## src/hw/rtl/afr_pkg.sv

```systemverilog
`timescale 1ns / 1ps

package afr_pkg;

	localparam int unsigned BYTE_W  = 8;
	localparam int unsigned LEN_W   = 16;
	localparam int unsigned KIND_W  = 2;
	localparam int unsigned CFG_IDX_W  = 2;
	localparam int unsigned CFG_DATA_W = 16;

	localparam logic [BYTE_W-1:0] START_DELIM_RST   = 8'h7E;
	localparam logic [BYTE_W-1:0] SKIP_COUNT_RST    = 8'h00;
	localparam logic [LEN_W-1:0]  PAYLOAD_LIMIT_RST = 16'd128;
	localparam logic [BYTE_W-1:0] CHECK_BASE        = 8'hFF;

	// configuration register indexes
	localparam logic [CFG_IDX_W-1:0] CFG_START_DELIM   = 2'd0;
	localparam logic [CFG_IDX_W-1:0] CFG_SKIP_COUNT    = 2'd1;
	localparam logic [CFG_IDX_W-1:0] CFG_PAYLOAD_LIMIT = 2'd2;

	// result kinds
	localparam logic [KIND_W-1:0] KIND_PAYLOAD = 2'd0;
	localparam logic [KIND_W-1:0] KIND_GOOD    = 2'd1;
	localparam logic [KIND_W-1:0] KIND_BAD     = 2'd2;

	typedef enum logic [2:0] {
		PH_HUNT   = 3'd0,
		PH_LEN_HI = 3'd1,
		PH_LEN_LO = 3'd2,
		PH_DATA   = 3'd3,
		PH_CHECK  = 3'd4
	} phase_t;

	typedef struct packed {
		logic [BYTE_W-1:0] start_delim;
		logic [BYTE_W-1:0] skip_count;
		logic [LEN_W-1:0]  payload_limit;
	} cfg_t;

endpackage

```

## src/hw/rtl/afr_channels.sv

```systemverilog
`timescale 1ns / 1ps

interface afr_byte_if;
	logic                        valid;
	logic                        ready;
	logic [afr_pkg::BYTE_W-1:0]  rx_byte;

	modport source (output valid, output rx_byte, input ready);
	modport sink   (input valid, input rx_byte, output ready);
endinterface

interface afr_result_if;
	logic                        valid;
	logic                        ready;
	logic [afr_pkg::KIND_W-1:0]  kind;
	logic [afr_pkg::BYTE_W-1:0]  payload_byte;

	modport source (output valid, output kind, output payload_byte, input ready);
	modport sink   (input valid, input kind, input payload_byte, output ready);
endinterface

```

## src/hw/rtl/afr_deframer.sv

```systemverilog
`timescale 1ns / 1ps

module afr_deframer (
	input  logic                        clk,
	input  logic                        arst_n,
	input  afr_pkg::cfg_t               cfg,
	input  logic                        step_valid,
	input  logic [afr_pkg::BYTE_W-1:0]  step_byte,
	output logic                        step_ready,
	output logic                        res_valid,
	input  logic                        res_ready,
	output logic [afr_pkg::KIND_W-1:0]  res_kind,
	output logic [afr_pkg::BYTE_W-1:0]  res_payload
);

	afr_pkg::phase_t             phase_q, phase_n;
	logic [afr_pkg::LEN_W-1:0]   len_q, len_n;
	logic [afr_pkg::LEN_W-1:0]   read_q, read_n;
	logic [afr_pkg::LEN_W-1:0]   emitted_q, emitted_n;
	logic [afr_pkg::BYTE_W-1:0]  sum_q, sum_n;
	logic [afr_pkg::LEN_W-1:0]   read_inc;
	logic [afr_pkg::LEN_W-1:0]   len_full;

	logic                        emit_c;
	logic [afr_pkg::KIND_W-1:0]  kind_c;
	logic [afr_pkg::BYTE_W-1:0]  payload_c;

	logic                        out_valid_q;
	logic [afr_pkg::KIND_W-1:0]  out_kind_q;
	logic [afr_pkg::BYTE_W-1:0]  out_payload_q;
	logic                        fire;

	assign step_ready = !out_valid_q || res_ready;
	assign fire       = step_valid && step_ready;
	assign read_inc   = read_q + afr_pkg::LEN_W'(1);
	assign len_full   = {len_q[afr_pkg::LEN_W-1:afr_pkg::BYTE_W], step_byte};

	always_ff @(posedge clk or negedge arst_n) begin
		if (!arst_n) begin
			phase_q   <= afr_pkg::PH_HUNT;
			len_q     <= '0;
			read_q    <= '0;
			emitted_q <= '0;
			sum_q     <= '0;
		end else if (fire) begin
			phase_q   <= phase_n;
			len_q     <= len_n;
			read_q    <= read_n;
			emitted_q <= emitted_n;
			sum_q     <= sum_n;
		end
	end

	always_comb begin
		phase_n   = phase_q;
		len_n     = len_q;
		read_n    = read_q;
		emitted_n = emitted_q;
		sum_n     = sum_q;
		emit_c    = 1'b0;
		kind_c    = afr_pkg::KIND_PAYLOAD;
		payload_c = '0;
		case (phase_q)
			afr_pkg::PH_LEN_HI: begin
				len_n   = {step_byte, afr_pkg::BYTE_W'(0)};
				phase_n = afr_pkg::PH_LEN_LO;
			end
			afr_pkg::PH_LEN_LO: begin
				len_n   = len_full;
				phase_n = (len_full == '0) ? afr_pkg::PH_CHECK : afr_pkg::PH_DATA;
			end
			afr_pkg::PH_DATA: begin
				read_n = read_inc;
				sum_n  = sum_q + step_byte;
				if (read_inc >= len_q)
					phase_n = afr_pkg::PH_CHECK;
				// bytes past the limit still count toward the checksum
				if (read_inc > {{(afr_pkg::LEN_W-afr_pkg::BYTE_W){1'b0}}, cfg.skip_count}
						&& emitted_q < cfg.payload_limit) begin
					emitted_n = emitted_q + afr_pkg::LEN_W'(1);
					emit_c    = 1'b1;
					payload_c = step_byte;
				end
			end
			afr_pkg::PH_CHECK: begin
				emit_c    = 1'b1;
				kind_c    = (step_byte == afr_pkg::CHECK_BASE - sum_q) ?
				            afr_pkg::KIND_GOOD : afr_pkg::KIND_BAD;
				phase_n   = afr_pkg::PH_HUNT;
				len_n     = '0;
				read_n    = '0;
				emitted_n = '0;
				sum_n     = '0;
			end
			default: begin
				phase_n = afr_pkg::PH_HUNT;
				if (step_byte == cfg.start_delim) begin
					phase_n   = afr_pkg::PH_LEN_HI;
					len_n     = '0;
					read_n    = '0;
					emitted_n = '0;
					sum_n     = '0;
				end
			end
		endcase
	end

	// result register, refilled in the same cycle it drains
	always_ff @(posedge clk or negedge arst_n) begin
		if (!arst_n)
			out_valid_q <= 1'b0;
		else if (step_ready)
			out_valid_q <= fire && emit_c;
	end

	always_ff @(posedge clk) begin
		if (fire && emit_c) begin
			out_kind_q    <= kind_c;
			out_payload_q <= payload_c;
		end
	end

	assign res_valid   = out_valid_q;
	assign res_kind    = out_kind_q;
	assign res_payload = out_payload_q;

`ifndef SYNTHESIS
	a_hunt_clean: assert property (@(posedge clk) disable iff (!arst_n)
		phase_q == afr_pkg::PH_HUNT |-> read_q == '0 && sum_q == '0 && emitted_q == '0)
		else $error("hunting with stale frame counters");

	a_check_reached: assert property (@(posedge clk) disable iff (!arst_n)
		phase_q == afr_pkg::PH_CHECK |-> read_q >= len_q)
		else $error("checksum phase before all data bytes read");

	a_zero_fill: assert property (@(posedge clk) disable iff (!arst_n)
		out_valid_q && out_kind_q != afr_pkg::KIND_PAYLOAD |-> out_payload_q == '0)
		else $error("frame status carries nonzero payload byte");

	a_header_silent: assert property (@(posedge clk) disable iff (!arst_n)
		fire && (phase_q == afr_pkg::PH_LEN_HI || phase_q == afr_pkg::PH_LEN_LO)
		|=> !out_valid_q)
		else $error("length byte produced a result");
`endif

endmodule

```

## src/hw/rtl/api_frame_receiver_top.sv

```systemverilog
`timescale 1ns / 1ps

// channel   dir   payload                      handshake
// rx        in    rx_byte[7:0]                 valid / ready
// res       out   kind[1:0], payload_byte[7:0] valid / ready
// cfg       in    cfg_index[1:0], cfg_wr_data  cfg_wr_en, no back-pressure
//
// one byte per cycle sustained while res accepts results; res back-pressure stalls the path
// the byte sits in an input register, then one pass through the deframer fills the result reg
// rx stays ready while a result is held, as long as the input register is empty or draining
// arst_n clears the frame state, the valid flags and the config registers to their defaults
module api_frame_receiver_top (
	input  logic                            clk,
	input  logic                            arst_n,
	afr_byte_if.sink                        rx,
	afr_result_if.source                    res,
	input  logic                            cfg_wr_en,
	input  logic [afr_pkg::CFG_IDX_W-1:0]   cfg_index,
	input  logic [afr_pkg::CFG_DATA_W-1:0]  cfg_wr_data
);

	afr_pkg::cfg_t               cfg_q;
	logic                        valid_s1;
	logic [afr_pkg::BYTE_W-1:0]  byte_s1;
	logic                        step_ready;

	always_ff @(posedge clk or negedge arst_n) begin
		if (!arst_n) begin
			cfg_q.start_delim   <= afr_pkg::START_DELIM_RST;
			cfg_q.skip_count    <= afr_pkg::SKIP_COUNT_RST;
			cfg_q.payload_limit <= afr_pkg::PAYLOAD_LIMIT_RST;
		end else if (cfg_wr_en) begin
			case (cfg_index)
				afr_pkg::CFG_START_DELIM:
					cfg_q.start_delim <= cfg_wr_data[afr_pkg::BYTE_W-1:0];
				afr_pkg::CFG_SKIP_COUNT:
					cfg_q.skip_count <= cfg_wr_data[afr_pkg::BYTE_W-1:0];
				afr_pkg::CFG_PAYLOAD_LIMIT:
					cfg_q.payload_limit <= cfg_wr_data[afr_pkg::LEN_W-1:0];
				default: ;
			endcase
		end
	end

	assign rx.ready = !valid_s1 || step_ready;

	always_ff @(posedge clk or negedge arst_n) begin
		if (!arst_n)
			valid_s1 <= 1'b0;
		else if (rx.ready)
			valid_s1 <= rx.valid;
	end

	always_ff @(posedge clk) begin
		if (rx.valid && rx.ready)
			byte_s1 <= rx.rx_byte;
	end

	afr_deframer u_deframer (
		.clk         (clk),
		.arst_n      (arst_n),
		.cfg         (cfg_q),
		.step_valid  (valid_s1),
		.step_byte   (byte_s1),
		.step_ready  (step_ready),
		.res_valid   (res.valid),
		.res_ready   (res.ready),
		.res_kind    (res.kind),
		.res_payload (res.payload_byte)
	);

endmodule
```

## src/flat_wrapper.sv

```systemverilog
// flat-port wrapper written by rule: the top's interface ports become plain ports
module api_frame_receiver_top_flat 
  (clk, arst_n, cfg_wr_en, cfg_index, cfg_wr_data, rx_valid, rx_rx_byte, rx_ready, res_valid, res_kind, res_payload_byte, res_ready);
  afr_byte_if rx_i ();
  afr_result_if res_i ();
  input  logic clk;
  input  logic arst_n;
  input  logic cfg_wr_en;
  input  logic [afr_pkg::CFG_IDX_W-1:0] cfg_index;
  input  logic [afr_pkg::CFG_DATA_W-1:0] cfg_wr_data;
  input wire logic [$bits(rx_i.valid)-1:0] rx_valid;
  input wire logic [$bits(rx_i.rx_byte)-1:0] rx_rx_byte;
  output wire logic [$bits(rx_i.ready)-1:0] rx_ready;
  output wire logic [$bits(res_i.valid)-1:0] res_valid;
  output wire logic [$bits(res_i.kind)-1:0] res_kind;
  output wire logic [$bits(res_i.payload_byte)-1:0] res_payload_byte;
  input wire logic [$bits(res_i.ready)-1:0] res_ready;
  assign rx_i.valid = rx_valid;
  assign rx_i.rx_byte = rx_rx_byte;
  assign rx_ready = rx_i.ready;
  assign res_valid = res_i.valid;
  assign res_kind = res_i.kind;
  assign res_payload_byte = res_i.payload_byte;
  assign res_i.ready = res_ready;
  api_frame_receiver_top u_core (.clk(clk), .arst_n(arst_n), .rx(rx_i), .res(res_i), .cfg_wr_en(cfg_wr_en), .cfg_index(cfg_index), .cfg_wr_data(cfg_wr_data));
endmodule
```

## config.mk

```make
export PLATFORM = sky130hd
export DESIGN_NAME = api_frame_receiver_top_flat
export DESIGN_NICKNAME = d
export VERILOG_FILES = /design/src/hw/rtl/afr_pkg.sv /design/src/hw/rtl/afr_channels.sv /design/src/hw/rtl/afr_deframer.sv /design/src/hw/rtl/api_frame_receiver_top.sv /design/src/flat_wrapper.sv
export SDC_FILE = /design/constraint.sdc
export NUM_CORES = 1
export LEC_CHECK = 0
export ABC_CLOCK_PERIOD_IN_PS = 4420
export BUFFER_PORTS_ARGS = -buffer_cell sky130_fd_sc_hd__buf_2
export CAP_MARGIN = 20
export CORE_MARGIN = 2
export CORE_UTILIZATION = 50
export CTS_BUF_LIST = sky130_fd_sc_hd__clkbuf_8
export DETAILED_ROUTE_END_ITERATION = 8
export PLACE_DENSITY = 0.7
export SETUP_SLACK_MARGIN = 0.4
export SLEW_MARGIN = 30
export SYNTH_ARGS = -nofsm -noshare
export SYNTH_HDL_FRONTEND = slang
export SYNTH_SLANG_ARGS = --single-unit
```

## constraint.sdc

```tcl
create_clock -name clk -period 4.42 [get_ports clk]
set_clock_uncertainty 0.1 [all_clocks]
set_input_delay 0.221 -clock clk [delete_from_list [all_inputs] [get_ports clk]]
set_output_delay 0.221 -clock clk [all_outputs]
set_load 0.01 [all_outputs]
```

==> out/metrics.yaml, run 1 <==
busiest_layer: "met2"
rows: 41
min_path_cells: 2
final_hold_viol_count: 0
place_ws_ps: 836
drt_iter0_markers: 344
crit_path_cell_trace: "nand4_1 -> nor2_1 -> xor2_1 -> ha_1 -> nand4_1 -> a21oi_1 -> o22ai_1 -> a31oi_2 -> buf_4 -> a21oi_1 -> nor2_1"
stdcell_area_sq_um: 7200
numPortBuffers: 42
viasPerCell: 5.71
clk-insertion-delay-late_ps: 390
hold_class: "in -> reg"
rsz0062_at_grt: "no"
cts.path.max_buffers: 2
finalCritPeriodShare_pct: 82.2
ys_warn_count: 0
grt_use_met2_pct: 36.2
r2r_cells: 11
fp.dieW_microns: 117
synth_area_leaders: "dfrtp_1, ha_1, edfxtp_1"
path_class: "reg -> reg"
netlist.area_leader.share_pct: 33.5
synth_top_cell_by_area: "dfrtp_1"
cp-start-kind: "register"
critPathMaxStageDelay_ps: 620
vias: 4988
cp_top_family: "simple AND/OR/NAND/NOR gates"
fin_setup_tns_ps: 0
finalSetupViolations: 0
clock-root-buffer: "clkbuf_8"
cp.depth: 11
drc: 0
wl_per_cell_microns: 16.8
cts.repair.resized: 0
antenna_found_initial: 0
grt_pass1_wl_microns: 24300
placed_cells: 836
die_area_sq_um: 13800
met3_usage_pct: 3.76
arrival_ps: 3560
cp_slowest_cell: "nor2_1"
async_flop_share_pct: 83.8
finalMaxSlewViolations: 0
cts_htree_levels: 3
dp_hpwl_microns: 10600
final_layout_size_suffix_gt1_share_pct: 16.7
grtUsageTotal_pct: 23.1
p_leak_nw: 3.24
slew_headroom_pct: 47.6
yosys_register_bits: 111
cts_tree: "done"
finalPower_mw: 2.91
wl_microns: 14600
final_common_cell: "dfrtp_1"
io_pins: 43
numCtsBuffers: 9
synth_cell_types: 59
ys_seq_area_share_pct: 44.8
layout.nets: 776
placed_area_sq_um: 6800
clock-sinks: 111
cp-end-kind: "register"
routabilityCongestion: 0.827
clkTransAtPathRegs_ps: 110
critical_path.max_fanout: 14
grt_overflow_total: 0
first_pass_iters: 5
grt_pass1_vias: 4733
status: "finished, final reports clean"
cp_num_buf_inv: 1
post-route-util_pct: 57.3
gr-usage-met1_pct: 33.8
final_cells: 873
worstPathRequired_ps: 4350
syn_inst: 642
synth_edf_count: 18
ys.flop_type: "dfrtp_1"
ir_worst_vdd_mv: 0.277
chipHeight_microns: 117
finalWorstPathRequiredPeriod_ps: 3630
syn-num-nets: 722
synth_area_per_cell_sq_um: 9.99
synthToLayoutAreaGrowth_pct: 12.1
maxCapViolations: 0
clock.fmax_mhz: 275
synth_area_sq_um: 6420
grt_max_degree: 60
start_util_pct: 51.1
coreArea_sq_um: 12600
diodes: 0
setup_ws_ps: 787
ant_nets: 0
final_cell_mix: "dfrtp_1, nand2_1, o21ai_0"
powerDensity_nw_per_um2: 405
worst_slew_pin_slew_ps: 783
timing.hold.ws_ps: 24.6
layer usage:
| layer | wire length [microns] | vias to the layer above |
|---|---|---|
| met5 | 0 | - |
| met1 | 6910 | 2432 |
| met4 | 157 | 0 |
| li1 | - | 2404 |
| met2 | 6830 | 141 |
| met3 | 743 | 11 |
where the power goes:
part           total, mW  internal [mW]  leakage, nW  switching, mW
logic              0.914          0.401         1.76          0.513
registers           1.40           1.23         1.38          0.168
clock network      0.597          0.218       0.0942          0.379
repair_timing:
item	CTS	global route
setup buffers	0	0
hold buffers	21	0
endpoints found under the hold margin	77	0
cell usage after synthesis, types with 2 or more instances:
library cell,instances
nand3b_1,2
a21o_1,15
buf_2,8
o22ai_1,2
nor3_1,8
nor3b_1,2
o21ai_1,3
or3_1,2
a2111oi_0,3
o311ai_0,2
a21oi_1,19
o211ai_1,2
xnor2_1,17
nand2_1,69
and3_1,5
a22o_1,10
a211oi_1,3
nor4_1,7
o311ai_1,9
dfrtp_1,86
nand4_1,10
ha_1,48
o31ai_1,11
dfstp_2,7
nor2_1,31
and2_1,15
and4_1,3
nor4b_1,3
o21ai_0,62
nor4_4,2
edfxtp_1,18
o2bb2ai_1,2
nand3_1,18
xor2_1,12
a31oi_1,2
clkbuf_1,17
inv_1,43
nor2b_1,5
nand2b_1,7
mux2_2,33
flip-flops by register name, indices dropped and copies added, names as in the netlist:
register,cells
u_core.valid_s1,1
u_core.u_deframer.read_q,16
u_core.byte_s1,8
u_core.u_deframer.emitted_q,16
u_core.u_deframer.len_q,16
u_core.u_deframer.res_valid,1
u_core.u_deframer.sum_q,8
u_core.u_deframer.res_payload,8
u_core.u_deframer.res_kind,2
u_core.cfg_q,32
u_core.u_deframer.phase_q,3
logic make-up after synthesis:
family                     Yosys count  synth area share [%]
and+or+nand+nor                    194                  15.5
DFF                                111                  44.8
AOI/OAI and AO/OA                  154                  15.5
muxes                               34                  5.95
adders and majority gates           50                  9.83
buffers and inverters               70                  4.43
xor gates and xnor gates            29                  3.96
cell type report:
type                            count  area [sq um]
Timing Repair Buffer               70           475
Tap cell                          172           215
Sequential cell                   111          2880
Clock buffer                        9           124
Clock inverter                      7          62.6
Multi-Input combinational cell    461          3280
Inverter                           43           161
Fill cell                        1045          5370
worst reg2reg max path, delay by kind of cell, from the launching register on:
kind / cells / cell delay, ps
compound gates: 4 / 540
xor+xnor: 1 / 180
fa+ha+maj: 1 / 350
buf+inv: 1 / 230
flops: 1 / 520
simple gates: 4 / 1360
final timing paths:
path	start	endpoint	slack, ps
max in group asynchronous	arst_n	u_core.u_deframer.len_q[4]$_DFFE_PN0P_	2920
setup reg to reg	u_core.u_deframer.read_q[0]$_DFFE_PN0P_	u_core.u_deframer.res_payload[6]$_SDFFCE_PN0P_	790
min in group asynchronous	arst_n	u_core.u_deframer.emitted_q[8]$_DFFE_PN0P_	350
setup / recovery	u_core.u_deframer.read_q[0]$_DFFE_PN0P_	u_core.u_deframer.res_payload[6]$_SDFFCE_PN0P_	790
hold / removal	cfg_wr_data[1]	u_core.cfg_q[25]$_DFFE_PN1P_	20
hold reg to reg	u_core.u_deframer.sum_q[3]$_DFFE_PN0P_	u_core.u_deframer.sum_q[3]$_DFFE_PN0P_	410
No activity file was read; power rests on OpenSTA's default activity.
==> run 2: changes to the inputs <==
- ABC_CLOCK_PERIOD_IN_PS: 4420 -> 3700
- clock period: 4.42 -> 3.7 ns (I/O delays scaled with it)
==> run 2 against run 1 <==
Against the previous run: power is 23% higher; via count is 3.9% higher; non-clock buffer count increased by 19; die area did not move; sequential power up 20%; combinational power grew 27%; critical path type unchanged; highest routed layer unchanged.
==> out/metrics.yaml, run 2 (synthesis gave the netlist of run 1 again) <==
finalWorstPathRequiredPeriod_ps: 3160  # -476 ps
numPortBuffers: 42  # unchanged
p_leak_nw: 3.33  # +3.1%
status: "finished, final reports clean"
hold_class: "in -> reg"
ant_nets: 0  # unchanged
powerDensity_nw_per_um2: 480  # +19%
grtUsageTotal_pct: 23.4  # +0.32 points
cp-end-kind: "register"
final_common_cell: "dfrtp_1"
critPathMaxStageDelay_ps: 450  # -170 ps
finalSetupViolations: 0  # unchanged
stdcell_area_sq_um: 7450  # +3.6%
die_area_sq_um: 13800  # unchanged
layout.nets: 795  # +2.4%
final_hold_viol_count: 0  # unchanged
synthToLayoutAreaGrowth_pct: 16.2
start_util_pct: 51.1  # unchanged
routabilityCongestion: 0.918  # +11%
arrival_ps: 3360  # -200 ps
finalCritPeriodShare_pct: 85.3  # +3.1 points
largest_register: "u_core.cfg_q"
fin_setup_tns_ps: 0  # unchanged
largest_reg_flops: 32  # unchanged
dp_hpwl_microns: 10800  # +1.9%
clkTransAtPathRegs_ps: 120  # about the same
vias: 5182  # +3.9%
diodes: 0  # unchanged
critical_path.max_fanout: 8  # -6
clock.fmax_mhz: 317  # +15%
grt_overflow_total: 0  # unchanged
worst_slew_pin_slew_ps: 754  # -29.1 ps
worstPathRequired_ps: 3900  # -450 ps
grt_pass1_vias: 5055  # +6.8%
drc: 0  # unchanged
numCtsBuffers: 9  # unchanged
fp.dieW_microns: 117  # unchanged
cts_htree_levels: 3  # unchanged
first_pass_iters: 5  # unchanged
wl_microns: 15400  # +5.0%
antenna_found_initial: 0  # unchanged
final_layout_size_suffix_gt1_share_pct: 21.0  # +4.3 points
crit_path_cell_trace: "nand3_4 -> nor4_4 -> nand3_2 -> xor2_4 -> inv_1 -> ha_1 -> and3_1 -> a2111oi_2 -> o22ai_1 -> a21oi_2 -> nor3_1 -> a21o_1"
cts.path.max_buffers: 2  # unchanged
grt_pass1_wl_microns: 24900  # +2.2%
slew_headroom_pct: 49.6  # +2.0 points
ir_worst_vdd_mv: 0.314  # +13%
path_class: "reg -> reg"
rsz0062_at_grt: "no"
clock-root-buffer: "clkbuf_8"
finalMaxSlewViolations: 0  # unchanged
coreArea_sq_um: 12600  # unchanged
maxCapViolations: 0  # unchanged
clk-insertion-delay-late_ps: 400  # about the same
cts_tree: "done"
placed_area_sq_um: 6820  # +0.37%
drt_iter0_markers: 494  # +44%
io_pins: 43  # unchanged
final_cell_mix: "dfrtp_1, nand2_1, o21ai_0"
chipHeight_microns: 117  # unchanged
grt_max_degree: 79  # +32%
cp_slowest_cell: "dfrtp_2"
rows: 41  # unchanged
wl_per_cell_microns: 17.2  # +2.8%
cp-start-kind: "register"
clock-sinks: 111  # unchanged
viasPerCell: 5.81  # +1.7%
timing.hold.ws_ps: 43.3  # +18.7 ps
run 2: what timing repair did:
action                                 CTS  global route
pin swaps                                0             2
endpoints found under the hold margin  112             0
setup endpoints to repair               13            20
hold buffers                            26             0
resized for setup                        5            18
setup buffers                            0            10
run 2: worst max-delay path, delay by kind of cell (launching register included):
| kind | cells | cell delay (ps) |
|---|---|---|
| fa+ha+maj | 1 | 280 |
| xor+xnor | 1 | 220 |
| buf+inv | 1 | 60 |
| flops | 1 | 450 |
| compound gates | 4 | 930 |
| simple gates | 5 | 1030 |
run 2: path summary, 6_finish.rpt:
path                                                              start                                  endpoint  slack, ps  cells after the start
worst max register to register  u_core.u_deframer.read_q[3]$_DFFE_PN0P_  u_core.u_deframer.phase_q[2]$_DFFE_PN0P_        540                     12
worst min register to register   u_core.u_deframer.sum_q[5]$_DFFE_PN0P_    u_core.u_deframer.sum_q[5]$_DFFE_PN0P_        410                      2
worst max-delay path            u_core.u_deframer.read_q[3]$_DFFE_PN0P_  u_core.u_deframer.phase_q[2]$_DFFE_PN0P_        540                     12
worst min-delay path                                          res_ready   u_core.u_deframer.res_valid$_DFFE_PN0P_         40                      3
max in group asynchronous                                        arst_n               u_core.cfg_q[7]$_DFFE_PN1P_       2440                      3
min in group asynchronous                                        arst_n   u_core.u_deframer.read_q[5]$_DFFE_PN0P_        300                      2
run 2: power breakdown:
part / internal (mW) / total (mW) / switching [mW]
clock network: 0.272 / 0.747 / 0.475
registers: 1.47 / 1.68 / 0.203
logic: 0.510 / 1.16 / 0.647
total: 2.25 / 3.58 / 1.33
run 2: stage by stage:
stage               setup slack, ps  power [mW]  std cells  utilization [%]
floorplan                       592        2.44        642                -
global placement                310        2.70        840             54.2
detailed placement              151        2.77        840             54.3
CTS                             386        3.54        882             58.2
global route                    365        3.82        892             59.3
finish                          543        3.58        892             59.3
run 2: cell type report:
type / instances / area (sq um)
inverters: 43 / 161
fillers: 1020 / 5110
clock inverters: 7 / 86.3
multi-input cells: 461 / 3340
well taps: 172 / 215
flip-flops and latches: 111 / 2890
repair buffers: 89 / 634
clock buffers: 9 / 124
run 2: layer usage:
metal  routed length [microns]  global-route usage (%)
met5                         0                       0
met2                      7590                    37.9
met3                       740                    4.33
met4                       227                    6.67
met1                      6820                    32.2
==> run 3: changes to the inputs <==
- CTS_BUF_LIST: sky130_fd_sc_hd__clkbuf_8 -> default
==> run 3 against run 2 <==
Against the previous run: setup slack improved by 58 ps; non-clock buffer count fell by 3; power is 6.6% higher; core utilization is 0.52 points higher; critical endpoint unchanged; largest cell class unchanged; largest power group unchanged; highest routed layer unchanged.
==> out/metrics.yaml, run 3 (synthesis gave the netlist of run 1 again) <==
status: "finished, final reports clean"
rsz0062_at_grt: "no"
wl_per_cell_microns: 17.3  # +0.10%
chipHeight_microns: 117  # unchanged
finalPower_mw: 3.82  # +6.6%
grt_max_degree: 79  # unchanged
final_hold_viol_count: 0  # unchanged
clock.fmax_mhz: 323  # +1.9%
cp_top_family: "simple AND/OR/NAND/NOR gates"
drc: 0  # unchanged
clock-sinks: 111  # unchanged
setup_ws_ps: 601  # +58.3 ps
final_common_cell: "dfrtp_1"
synthToLayoutAreaGrowth_pct: 17.2
cts.path.max_buffers: 2  # unchanged
clock-root-buffer: "clkbuf_16"
fin_setup_tns_ps: 0  # unchanged
cts_tree: "done"
largest_register: "u_core.cfg_q"
cts_htree_levels: 3  # unchanged
timing.hold.ws_ps: 13.6  # -29.7 ps
finalCritPeriodShare_pct: 83.7  # -1.6 points
cp-start-kind: "register"
finalMaxSlewViolations: 0  # unchanged
start_util_pct: 51.1  # unchanged
worstPathRequired_ps: 3850  # -50 ps
diodes: 0  # unchanged
worst_slew_pin_slew_ps: 756  # +2.00 ps
rows: 41  # unchanged
ir_worst_vdd_mv: 0.376  # +20%
maxCapViolations: 0  # unchanged
dp_hpwl_microns: 10800  # unchanged
clkTransAtPathRegs_ps: 80  # -40 ps
wl_microns: 15300  # -0.23%
viasPerCell: 5.85  # +0.65%
numCtsBuffers: 9  # unchanged
path_class: "reg -> reg"
io_pins: 43  # unchanged
crit_path_cell_trace: "nand3_4 -> nor4_4 -> nand3_2 -> xor2_4 -> inv_1 -> ha_1 -> and3_1 -> a2111oi_2 -> o22ai_1 -> a21oi_2 -> nor3_1 -> a21o_1"
critPathMaxStageDelay_ps: 420  # -30 ps
die_area_sq_um: 13800  # unchanged
cp-end-kind: "register"
ant_nets: 0  # unchanged
grt_pass1_wl_microns: 24700  # -0.53%
antenna_found_initial: 0  # unchanged
critical_path.max_fanout: 8  # unchanged
drt_iter0_markers: 529  # +7.1%
largest_reg_flops: 32  # unchanged
vias: 5198  # +0.31%
clk-insertion-delay-late_ps: 350  # -50 ps
fp.dieW_microns: 117  # unchanged
final_layout_size_suffix_gt1_share_pct: 21.2  # +0.23 points
grt_pass1_vias: 4965  # -1.8%
cp_num_buf_inv: 1  # unchanged
p_leak_nw: 3.37  # +1.1%
grt_overflow_total: 0  # unchanged
final_cell_mix: "dfrtp_1, nand2_1, o21ai_0"
first_pass_iters: 5  # unchanged
arrival_ps: 3250  # -110 ps
grtUsageTotal_pct: 23.2  # -0.17 points
slew_headroom_pct: 49.5  # -0.13 points
cp_slowest_cell: "dfrtp_1"
powerDensity_nw_per_um2: 508  # +5.7%
finalWorstPathRequiredPeriod_ps: 3100  # -58.3 ps
finalSetupViolations: 0  # unchanged
coreArea_sq_um: 12600  # unchanged
hold_class: "in -> reg"
numPortBuffers: 42  # unchanged
place_ws_ps: 151  # unchanged
routabilityCongestion: 0.918  # unchanged
layout.nets: 792  # -0.38%
==> run 3: cell types whose count changed in the layout (fill, tap and decap cells not counted) <==
cell	before	now
clkbuf_16	0	9
clkbuf_8	9	0
dfrtp_1	75	76
buf_4	21	23
dfrtp_2	11	10
dlygate4sd3_1	26	21
==> run 3: repair_timing <==
item / 4_1_cts / 5_1_grt
buffers inserted: 0 / 12
hold buffers: 21 / 0
hold endpoints to repair: 93 / 0
gates resized for setup: 4 / 18
pin swaps: 0 / 2
endpoints found under the setup margin: 13 / 20
==> run 3: worst register-to-register path, stage by stage (launching register included) <==
cell       delay [ps]
dfrtp_1           420
nand3_4           180
nor4_4            350
nand3_2           170
xor2_4            210
inv_1              60
ha_1              280
and3_1            210
a2111oi_2         380
o22ai_1           140
a21oi_2           250
nor3_1             80
a21o_1            170
==> run 3: layout make-up <==
class | instances | area (sq um)
clock buffers | 9 | 225
clock inverters | 7 | 86.3
fillers | 1014 | 5050
inverters | 43 | 161
multi-input cells | 461 | 3340
flip-flops and latches | 111 | 2890
well taps | 172 | 215
repair buffers | 86 | 599
==> run 3: power breakdown <==
part | total (mW) | switching (mW) | internal [mW]
Clock | 0.982 | 0.497 | 0.484
Combinational | 1.16 | 0.644 | 0.511
Sequential | 1.68 | 0.205 | 1.47
==> run 3: path summary, 6_finish.rpt <==
kind / from / to / slack, ps / cells after the start
max: u_core.u_deframer.read_q[5]$_DFFE_PN0P_ / u_core.u_deframer.phase_q[2]$_DFFE_PN0P_ / 600 / 12
min: cfg_wr_data[3] / u_core.cfg_q[19]$_DFFE_PN0P_ / 10 / 2
max reg2reg: u_core.u_deframer.read_q[5]$_DFFE_PN0P_ / u_core.u_deframer.phase_q[2]$_DFFE_PN0P_ / 600 / 12
min reg2reg: u_core.u_deframer.sum_q[5]$_DFFE_PN0P_ / u_core.u_deframer.sum_q[5]$_DFFE_PN0P_ / 400 / 2
max in group asynchronous: arst_n / u_core.cfg_q[7]$_DFFE_PN1P_ / 2390 / 3
min in group asynchronous: arst_n / u_core.u_deframer.emitted_q[11]$_DFFE_PN0P_ / 340 / 2
==> run 3: metal layers <==
metal,vias up,routed length (microns),track usage [%]
met1,2544,6650,32.5
met5,-,0,0
met3,26,881,3.81
met4,0,252,6.51
met2,176,7560,37.4
li1,2452,-,-
==> run 3: through the flow <==
stage | utilization [%] | instance area (sq um) | cells
2_1_floorplan | - | 6420 | 642
3_3_place_gp | 54.2 | 6820 | 840
3_5_place_dp | 54.3 | 6820 | 840
4_1_cts | 58.6 | 7360 | 877
5_1_grt | 59.8 | 7520 | 889
6_report | 59.8 | 7520 | 889
